--- config.mk ---
export PLATFORM = sky130hd
export DESIGN_NAME = cgh_point
export DESIGN_NICKNAME = d
export VERILOG_FILES = /design/src/rtl/cgh_pkg.sv /design/src/rtl/cgh_point.sv
export VERILOG_INCLUDE_DIRS = /design/src /design/src/rtl
export SDC_FILE = /design/constraint.sdc
export NUM_CORES = 2
export LEC_CHECK = 0
export BUFFER_PORTS_ARGS = -buffer_cell sky130_fd_sc_hd__buf_2
export CAP_MARGIN = 10
export CORE_AREA = 2 2 246 248
export DETAILED_ROUTE_END_ITERATION = 8
export DIE_AREA = 0 0 248 250
export PLACE_DENSITY_LB_ADDON = 0.1
export SYNTH_ARGS = -nofsm -noshare
export SYNTH_HDL_FRONTEND = slang
export SYNTH_SLANG_ARGS = --single-unit
--- constraint.sdc ---
create_clock -name clk_i -period 24.8 [get_ports clk_i]
set_input_delay 1.24 -clock clk_i [delete_from_list [all_inputs] [get_ports clk_i]]
set_output_delay 1.24 -clock clk_i [all_outputs]
set_load 0.1 [all_outputs]
--- src/rtl/chaos_game_histogram_unit_defines.svh ---
// Assertion macros shared by the chaos game histogram RTL.
`ifndef CHAOS_GAME_HISTOGRAM_UNIT_DEFINES_SVH
`define CHAOS_GAME_HISTOGRAM_UNIT_DEFINES_SVH

// Same-cycle implication, clocked on clk_i, off during reset
`define CGH_ASSERT_NOW(label, ante, cons, msg) \
  label: assert property (@(posedge clk_i) disable iff (!rst_ni) (ante) |-> (cons)) \
    else $error(msg);

// Next-cycle implication, clocked on clk_i, off during reset
`define CGH_ASSERT_NEXT(label, ante, cons, msg) \
  label: assert property (@(posedge clk_i) disable iff (!rst_ni) (ante) |=> (cons)) \
    else $error(msg);

`endif

--- src/rtl/cgh_pkg.sv ---
// Package: types, codes and the symbol-to-corner map of the chaos game histogram.
`timescale 1ns / 1ps
`default_nettype none

package cgh_pkg;

  // Command codes
  localparam logic [1:0] CMD_STEP    = 2'd0;
  localparam logic [1:0] CMD_READ    = 2'd1;
  localparam logic [1:0] CMD_RESTART = 2'd2;

  // Register word index
  localparam logic REG_STEP_FRAC = 1'b0;

  // Jump ratio in Q1.16
  localparam logic [16:0] RATIO_ONE   = 17'h10000;
  localparam logic [16:0] RATIO_RESET = 17'h08000;

  // Corner codes
  localparam logic [1:0] CORNER_A = 2'd0;  // bottom-left
  localparam logic [1:0] CORNER_C = 2'd1;  // top-left
  localparam logic [1:0] CORNER_G = 2'd2;  // top-right
  localparam logic [1:0] CORNER_T = 2'd3;  // bottom-right

  // Nucleotide byte codes
  localparam logic [7:0] NUC_A_UP = 8'd65;
  localparam logic [7:0] NUC_C_UP = 8'd67;
  localparam logic [7:0] NUC_G_UP = 8'd71;
  localparam logic [7:0] NUC_T_UP = 8'd84;
  localparam logic [7:0] NUC_A_LO = 8'd97;
  localparam logic [7:0] NUC_C_LO = 8'd99;
  localparam logic [7:0] NUC_G_LO = 8'd103;
  localparam logic [7:0] NUC_T_LO = 8'd116;

  // Input transaction
  typedef struct packed {
    logic [1:0] command;
    logic [7:0] symbol;
    logic [7:0] read_row;
    logic [7:0] read_col;
  } cgh_in_t;

  // Result transaction
  typedef struct packed {
    logic [7:0]  cell_row;
    logic [7:0]  cell_col;
    logic [31:0] cell_count;
    logic [24:0] point_x;
    logic [24:0] point_y;
  } cgh_out_t;

  // Point datapath controls
  typedef struct packed {
    logic mul;       // latch corner and distance products
    logic add;       // apply the jump
    logic bin;       // latch bin products
    logic recentre;  // point back to the centre
  } cgh_point_ctl_t;

  // Count store controls
  typedef struct packed {
    logic rd;     // read entry, keep its address
    logic inc;    // write back saturating increment
    logic clear;  // start clearing sweep
  } cgh_store_ctl_t;

  // Corner of a sequence byte; other bytes take their rank among
  // the non-nucleotide bytes, modulo 4.
  function automatic logic [1:0] corner_of(input logic [7:0] b);
    logic [3:0] below;
    logic [1:0] k;
    below = 4'(b > NUC_A_UP) + 4'(b > NUC_C_UP) + 4'(b > NUC_G_UP) + 4'(b > NUC_T_UP)
          + 4'(b > NUC_A_LO) + 4'(b > NUC_C_LO) + 4'(b > NUC_G_LO) + 4'(b > NUC_T_LO);
    case (b)
      NUC_A_UP, NUC_A_LO: k = CORNER_A;
      NUC_C_UP, NUC_C_LO: k = CORNER_C;
      NUC_G_UP, NUC_G_LO: k = CORNER_G;
      NUC_T_UP, NUC_T_LO: k = CORNER_T;
      default:            k = b[1:0] - below[1:0];
    endcase
    return k;
  endfunction

endpackage

`default_nettype wire

--- src/rtl/cgh_point.sv ---
// Point datapath: jump toward a corner and binning into the grid.
`timescale 1ns / 1ps
`default_nettype none

module cgh_point
  import cgh_pkg::*;
#(
  parameter int unsigned POS_BITS       = 24,
  parameter int unsigned CELLS_PER_SIDE = 256,
  parameter int unsigned IDX_BITS       = 8
) (
  input  wire logic                  clk_i,
  input  wire logic                  rst_ni,
  input  wire cgh_point_ctl_t        ctl_i,
  input  wire logic [7:0]            symbol_i,
  input  wire logic [16:0]           ratio_i,
  output logic      [POS_BITS:0]     point_x_o,
  output logic      [POS_BITS:0]     point_y_o,
  output logic      [IDX_BITS-1:0]   row_o,
  output logic      [IDX_BITS-1:0]   col_o
);

  `include "chaos_game_histogram_unit_defines.svh"

  localparam int unsigned PW  = POS_BITS + 1;
  localparam int unsigned PRW = PW + 17;
  localparam int unsigned BPW = PW + IDX_BITS + 1;

  localparam logic [PW-1:0]       ONE     = {1'b1, {POS_BITS{1'b0}}};
  localparam logic [PW-1:0]       HALF    = {2'b01, {(POS_BITS - 1){1'b0}}};
  localparam logic [IDX_BITS:0]   CELLS   = (IDX_BITS + 1)'(CELLS_PER_SIDE);
  localparam logic [IDX_BITS-1:0] MAX_IDX = IDX_BITS'(CELLS_PER_SIDE - 1);
  localparam logic [PRW:0]        ROUND   = (PRW + 1)'(16'hFFFF);

  logic [PW-1:0]  px_q, px_d, py_q, py_d;
  logic           hix_q, hiy_q;
  logic [PRW-1:0] prodx_q, prody_q;
  logic [BPW-1:0] binx_q, biny_q;

  logic [1:0]     corner;
  logic           hix, hiy;
  logic [PW-1:0]  distx, disty;
  logic [PRW:0]   roundx, roundy;
  logic [IDX_BITS:0] bx, by;

  // Corner and distance to it
  assign corner = corner_of(symbol_i);
  assign hix    = corner[1];
  assign hiy    = ~(corner[1] ^ corner[0]);
  assign distx  = hix ? ONE - px_q : px_q;
  assign disty  = hiy ? ONE - py_q : py_q;

  // Products, direction kept alongside
  always_ff @(posedge clk_i) begin
    if (ctl_i.mul) begin
      prodx_q <= PRW'(distx) * PRW'(ratio_i);
      prody_q <= PRW'(disty) * PRW'(ratio_i);
      hix_q   <= hix;
      hiy_q   <= hiy;
    end
  end

  // Jump: floor toward the high corner, ceiling toward zero
  assign roundx = {1'b0, prodx_q} + ROUND;
  assign roundy = {1'b0, prody_q} + ROUND;

  always_comb begin
    px_d = hix_q ? px_q + PW'(prodx_q >> 16) : px_q - PW'(roundx >> 16);
    py_d = hiy_q ? py_q + PW'(prody_q >> 16) : py_q - PW'(roundy >> 16);
  end

  // Point registers
  always_ff @(posedge clk_i or negedge rst_ni) begin
    if (!rst_ni) begin
      px_q <= HALF;
      py_q <= HALF;
    end else if (ctl_i.recentre) begin
      px_q <= HALF;
      py_q <= HALF;
    end else if (ctl_i.add) begin
      px_q <= px_d;
      py_q <= py_d;
    end
  end

  // Bin products
  always_ff @(posedge clk_i) begin
    if (ctl_i.bin) begin
      binx_q <= BPW'(px_q) * BPW'(CELLS);
      biny_q <= BPW'(py_q) * BPW'(CELLS);
    end
  end

  // Bin index, clamped to the last cell
  assign bx    = (IDX_BITS + 1)'(binx_q >> POS_BITS);
  assign by    = (IDX_BITS + 1)'(biny_q >> POS_BITS);
  assign col_o = (bx >= CELLS) ? MAX_IDX : IDX_BITS'(bx);
  assign row_o = (by >= CELLS) ? MAX_IDX : IDX_BITS'(by);

  assign point_x_o = px_q;
  assign point_y_o = py_q;

  `CGH_ASSERT_NOW(a_point_in_square, 1'b1, (px_q <= ONE) && (py_q <= ONE), "point left the square")
  `CGH_ASSERT_NOW(a_ctl_exclusive, ctl_i.add, !ctl_i.mul && !ctl_i.recentre, "point ctl overlap")

endmodule

`default_nettype wire

Word level (Yosys, flattened, before mapping)
Index checks and enable logic that the tools add are counted.

Input bits: 31. Logic and storage cells: 62. Register bits after elaboration: 184.

$add $sub $neg: 16. Muxes and demuxes: 11. Reduce and logical (&&, ||, !) cells: 5. Multipliers: 2. Equal/unequal tests: 8. Bitwise operators: 2. Order comparisons: 10.

Operators with widths (count): $mux 25 (8); $add 41x16->41 const B (2); $mul 25x17->41 (2); $eq 8x7->1 const B (8); $gt 8x7->1 const B (8); $add 25x25->25 (2); $sub 25x25->25 (2); $sub 25x25->25 const A (2); $ge 9x9->1 const B (2); $mux 8 (2); $add 2x1->2 (6); $pmux 2 s4 (1); $reduce_or 2->1 (4); $add 1x1->2 (1); $reduce_bool 2->1 (1); $sub 2x2->2 (1); $not 1->1 (1); $xor 1x1->1 (1).

Longest topological paths before layout
Depth in word-level cells: 13. Gate-level depth with buffers: 43. Mapped depth without buffers: 41.

Worst setup path before layout
OpenSTA, ideal clock, no wires.

Path kind: input -> register. From: input symbol_i[1]. To: register prody_q[39] (data pin). Data required time: 24.542 ns. Buffers on the path: 2. Path slack: 13.187 ns. Cell stages on the path: 40. Arrival time: 11.356 ns. Cells stage by stage: nor2_1 -> nor2b_1 -> o21a_1 -> o21ai_0 -> nand2b_1 -> fa_1 -> fa_1 -> fa_1 -> ha_1 -> ha_1 -> xor2_1 -> xnor3_1 -> xor2_1 -> a21oi_1 -> a21oi_1 -> clkbuf_1 -> inv_1 -> o21ai_0 -> [... 4 more ...] -> fa_1 -> fa_1 -> inv_1 -> fa_1 -> fa_1 -> inv_1 -> fa_1 -> inv_1 -> ha_1 -> and4_1 -> a221oi_1 -> o21ai_0 -> o41ai_1 -> o31ai_1 -> o41a_1 -> a21o_1 -> a21oi_1 -> xnor2_1.

Cells in the longest elaborated chain, start to end: 13.

RTL lines: start: declaration (RTL line cgh_point.sv:15) `input wire logic [7:0] symbol_i,`; $gt 8x7->1 (RTL line cgh_pkg.sv:72) `below = 4'(b > NUC_A_UP) + 4'(b > NUC_C_UP) + 4'(b > NUC_G_UP) + 4'(b > NUC_T_UP)`; $add 1x1->2 (RTL line cgh_pkg.sv:72); $add 2x1->2 (2 in a row) (RTL line cgh_pkg.sv:72); $add 2x1->2 (4 in a row) (RTL line cgh_pkg.sv:73) `+ 4'(b > NUC_A_LO) + 4'(b > NUC_C_LO) + 4'(b > NUC_G_LO) + 4'(b > NUC_T_LO);`; $sub 2x2->2 (RTL line cgh_pkg.sv:79) `default: k = b[1:0] - below[1:0];`; $pmux 2 s4 (*) (RTL line cgh_pkg.sv:74) `case (b)`; $xor 1x1->1 (*) (RTL line cgh_point.sv:49) `assign hiy = ~(corner[1] ^ corner[0]);`; $mux 25 (*) (RTL line cgh_point.sv:51) `assign disty = hiy ? ONE - py_q : py_q;`; $mul 25x17->41 (*) (RTL line cgh_point.sv:57) `prody_q <= PRW'(disty) * PRW'(ratio_i);`; end signal: assignment (RTL line cgh_point.sv:57); end: declaration (RTL line cgh_point.sv:37) `logic [PRW-1:0] prodx_q, prody_q;`.

Mark *: on every way between the ends. The rest lies on a longest branch, timed or not. A chain may end at the register's enable or synchronous reset.

Worst setup path after layout
From: input symbol_i[4]. To: register prody_q[39] (data pin).

Same word-level chain as after synthesis.

==> PnR_summary.wiki <==
{| class="wikitable"
! Metric !! Value
|-
| HPWL after detailed placement || around 70 mm
|-
| DR DRC count || 0
|-
| Count of endpoints failing hold in the final timing report || 0
|-
| Initial antenna violation count || 0
|-
| Library cells used by synthesis || 85
|-
| First-pass iteration count of the detailed router || 5
|-
| Setup repair after global routing missed its margin || false
|-
| Clock Skew || about 0.016 ns
|-
| First-pass GRT wire length || about 150 mm
|-
| Commonest cells after routing, fill and taps aside || inv_1, fa_1, nand2_1
|-
| Top Family by Delay on Critical Path || adder cells
|-
| Tightest slew margin relative to the limit || between 20 and 30%
|-
| Worst hold-check path type || flop to flop
|-
| Sequential element share of the synthesized area || between 10 and 15%
|-
| Cells taking the most area after synthesis || fa_1, ha_1, inv_1
|-
| Total track usage || a little under a third
|-
| Period utilization || around half
|-
| Synth-to-Final Area Change || 4.96%
|-
| Post-Synthesis Mean Instance Area || 8.84 sq um
|-
| Count of clock tree sinks || roughly 150
|-
| Most area-hungry cell type in the Yosys netlist || fa_1
|-
| Routed len/inst || between 15 and 20 um
|-
| Setup Fix Bufs, Post-CTS || 0
|-
| Fraction of layout instances using a drive strength above 1 || under 10%
|-
| Remaining global-route overflow || 0
|-
| Cell type of the slowest stage on the worst timing path || o41ai_1
|-
| CP max FO || 21
|-
| Buffers added on ports || between 90 and 100
|-
| Highest Clock Rate || approximately 0.083 GHz
|-
| Dominant register cell in the synthesized netlist || edfxtp_1
|-
| Area of combinational cells with multiple inputs || 28,700 sq um
|-
| Detailed-route wire length || 92.9 mm
|-
| Critical path type || input port to flop
|-
| ANT cells || 0
|-
| Netlist area before placement || ~37,000 sq um
|-
| Worst-Skew Late Latency || around 0.46 ns
|-
| Via count of the first global-routing pass || a little under 30,000
|-
| H-tree lvl count || 4
|-
| Num rows || 90
|-
| Die height || between 200 and 300 um
|-
| Number of synthesized flops with an enable pin || approximately 100
|-
| Startpoint Class || input port
|-
| CTS tree || built
|-
| Transition time at the pin with the least slew margin || around 1.1 ns
|-
| Die Span X || ~250 um
|-
| Count of endpoints failing setup in the final report || 0
|-
| Post-Synthesis Net Count || 5,203
|-
| Buf+Inv Stages, Crit Path || 9
|-
| Core footprint || 59,600 sq um
|-
| Count of cells resized by post-cts repair || 0
|-
| Critical Path Max Stage Delay || 0.72 ns
|-
| Starting density of the core || 62.3%
|-
| Most common cell type on the critical path || fa_1
|-
| Number of nets in the layout || around 5,200
|-
| Clock buffers created by TritonCTS || 17
|-
| Clock root cell || clkbuf_16
|-
| Total of hold buffers inserted after clock tree synthesis || 0
|-
| Clock buffer depth || 2
|-
| FF/Latch Area || between 4000 and 5000 sq um
|-
| Minimum clock period || 12.04 ns
|-
| Area share of the largest cell type after synthesis || a little under two fifths
|-
| Sum of negative setup slack || 0 ns
|-
| Data arrival time of the worst path || around 12 ns
|-
| Number of top-level pins || between 90 and 100
|-
| # Max-Cap Violations || 0
|-
| Total die area || between 60,000 and 70,000 sq um
|-
| Yosys warning count || 0
|-
| Async set or reset register ratio after synthesis || between 30% and 40%
|-
| Maximum number of pins on one net before global-route repair || 69
|-
| Post-DR vias/cell || about 5.7
|-
| Post-DRT Antenna Nets || 0
|-
| Flops & latches, synth || between 150 and 200
|-
| Number of filler instances in the final layout || about 5,000
|-
| Cell count after synthesis || about 4,200
|-
| Via Count || about 28,000
|-
| Sort of element at the end of the critical path || flop
|-
| Outcome || complete, no violations
|-
| Required time at the endpoint of the critical path || approximately 25 ns
|-
| Initial drt markers || approximately 2,000
|-
| Most common cell after layout, fill and taps aside || inv_1
|-
| Clock edge transition at the registers on the reported setup and hold paths || 0.07 ns
|-
| Last weighted congestion value of the routability-driven placer || between 0.9 and 1
|-
| Number of max-slew violations in the final report || 0
|}
[stage by stage]
step | util (%) | instances | hold slack, ns | cell area [sq um] | worst slack, ns
after CTS | 65.4 | 5008 | 0.611 | 39000 | 12.85
final | 65.4 | 5008 | 0.599 | 39000 | 12.76
after global routing | 65.4 | 5008 | 0.624 | 39000 | 12.08
after detailed placement | 64.5 | 4976 | 0.590 | 38400 | 12.45
after floorplan | - | 4202 | 0.703 | 37100 | 13.19
after global placement | 64.5 | 4976 | 0.593 | 38400 | 12.65
[cells by family after synthesis]
logic type / synth area share (%)
DFF: 11.6
and+or+nand+nor: 17.2
xor gates and xnor gates: 5.06
muxes: 0.711
buffers and inverters: 11.1
adders and majority gates: 46.7
AOI/OAI and AO/OA: 7.62
[layout make-up]
type	count	share of cell area, %
Clock buffer	18	1.10
Inverter	899	8.66
Multi-Input combinational cell	2977	73.7
Timing Repair Buffer	166	2.59
Clock inverter	14	0.382
Sequential cell	152	11.1
Tap cell	782	2.51
[cells in the mapped netlist, types with 5 or more instances]
master and count:
a31oi_1 27, mux2i_1 23, and2_1 301, nor3_1 53, edfxtp_1 102, nor2_1 161
ha_1 278, clkbuf_1 164, nor2b_1 14, o41ai_1 7, xor2_1 97, nand2_1 634
and3_1 15, dfrtp_1 48, o21ai_0 64, a21o_1 50, or3_1 11, o21bai_1 23
a211o_1 6, o31ai_1 14, nand3b_1 6, fa_1 692, a21boi_0 6, xnor2_1 115
nor4_1 19, nand2b_1 25, o211ai_1 8, inv_1 898, nand3_1 26, o21a_1 26
or4_1 10, o311ai_0 5, nand4_1 14, a211oi_1 23, a21oi_1 118, or2_2 25
[worst paths after layout]
check / from / end / slack (ns) / depth (start not counted)
max: symbol_i[4] / prody_q[39] / 12.76 / 41
max reg2reg: point_y_o[0] / prody_q[39] / 15.03 / 30
min reg2reg: point_y_o[24] / biny_q[32] / 0.60 / 0
max in group asynchronous: rst_ni / point_y_o[14] / 23.39 / 2
min in group asynchronous: rst_ni / point_x_o[22] / 0.92 / 2
min: point_y_o[24] / biny_q[32] / 0.60 / 0
[layer usage]
layer / part of all wire (%) / GRT usage, % / routed length, um / vias to the layer above
li1: - / - / - / 12900
met1: 43 / 45.2 / 40200 / 14300
met2: 47 / 50.7 / 43200 / 1112
met3: 7.6 / 3.96 / 7090 / 152
met4: 2.6 / 8.96 / 2380 / 0
met5: 0 / 0 / 0 / -
[sequential cells by signal, indices dropped and copies added (netlist names)]
signal,flops
point_x_o,25
hiy_q,1
binx_q,9
hix_q,1
prodx_q,41
point_y_o,25
biny_q,9
prody_q,41
[worst register-to-register path: cells and delay by family (launching register included)]
family	cells	cell delay [ns]
AND/OR/NAND/NOR	7	2.43
XOR/XNOR	2	0.21
flip-flops	1	0.36
AO/OA/AOI/OAI	7	2.17
adder cells (fa/ha/maj)	8	3.57
buffers and inverters	6	0.79
Power is not shown: default switching activity piles up to over one toggle a cycle in this logic, so the estimate is an artifact.
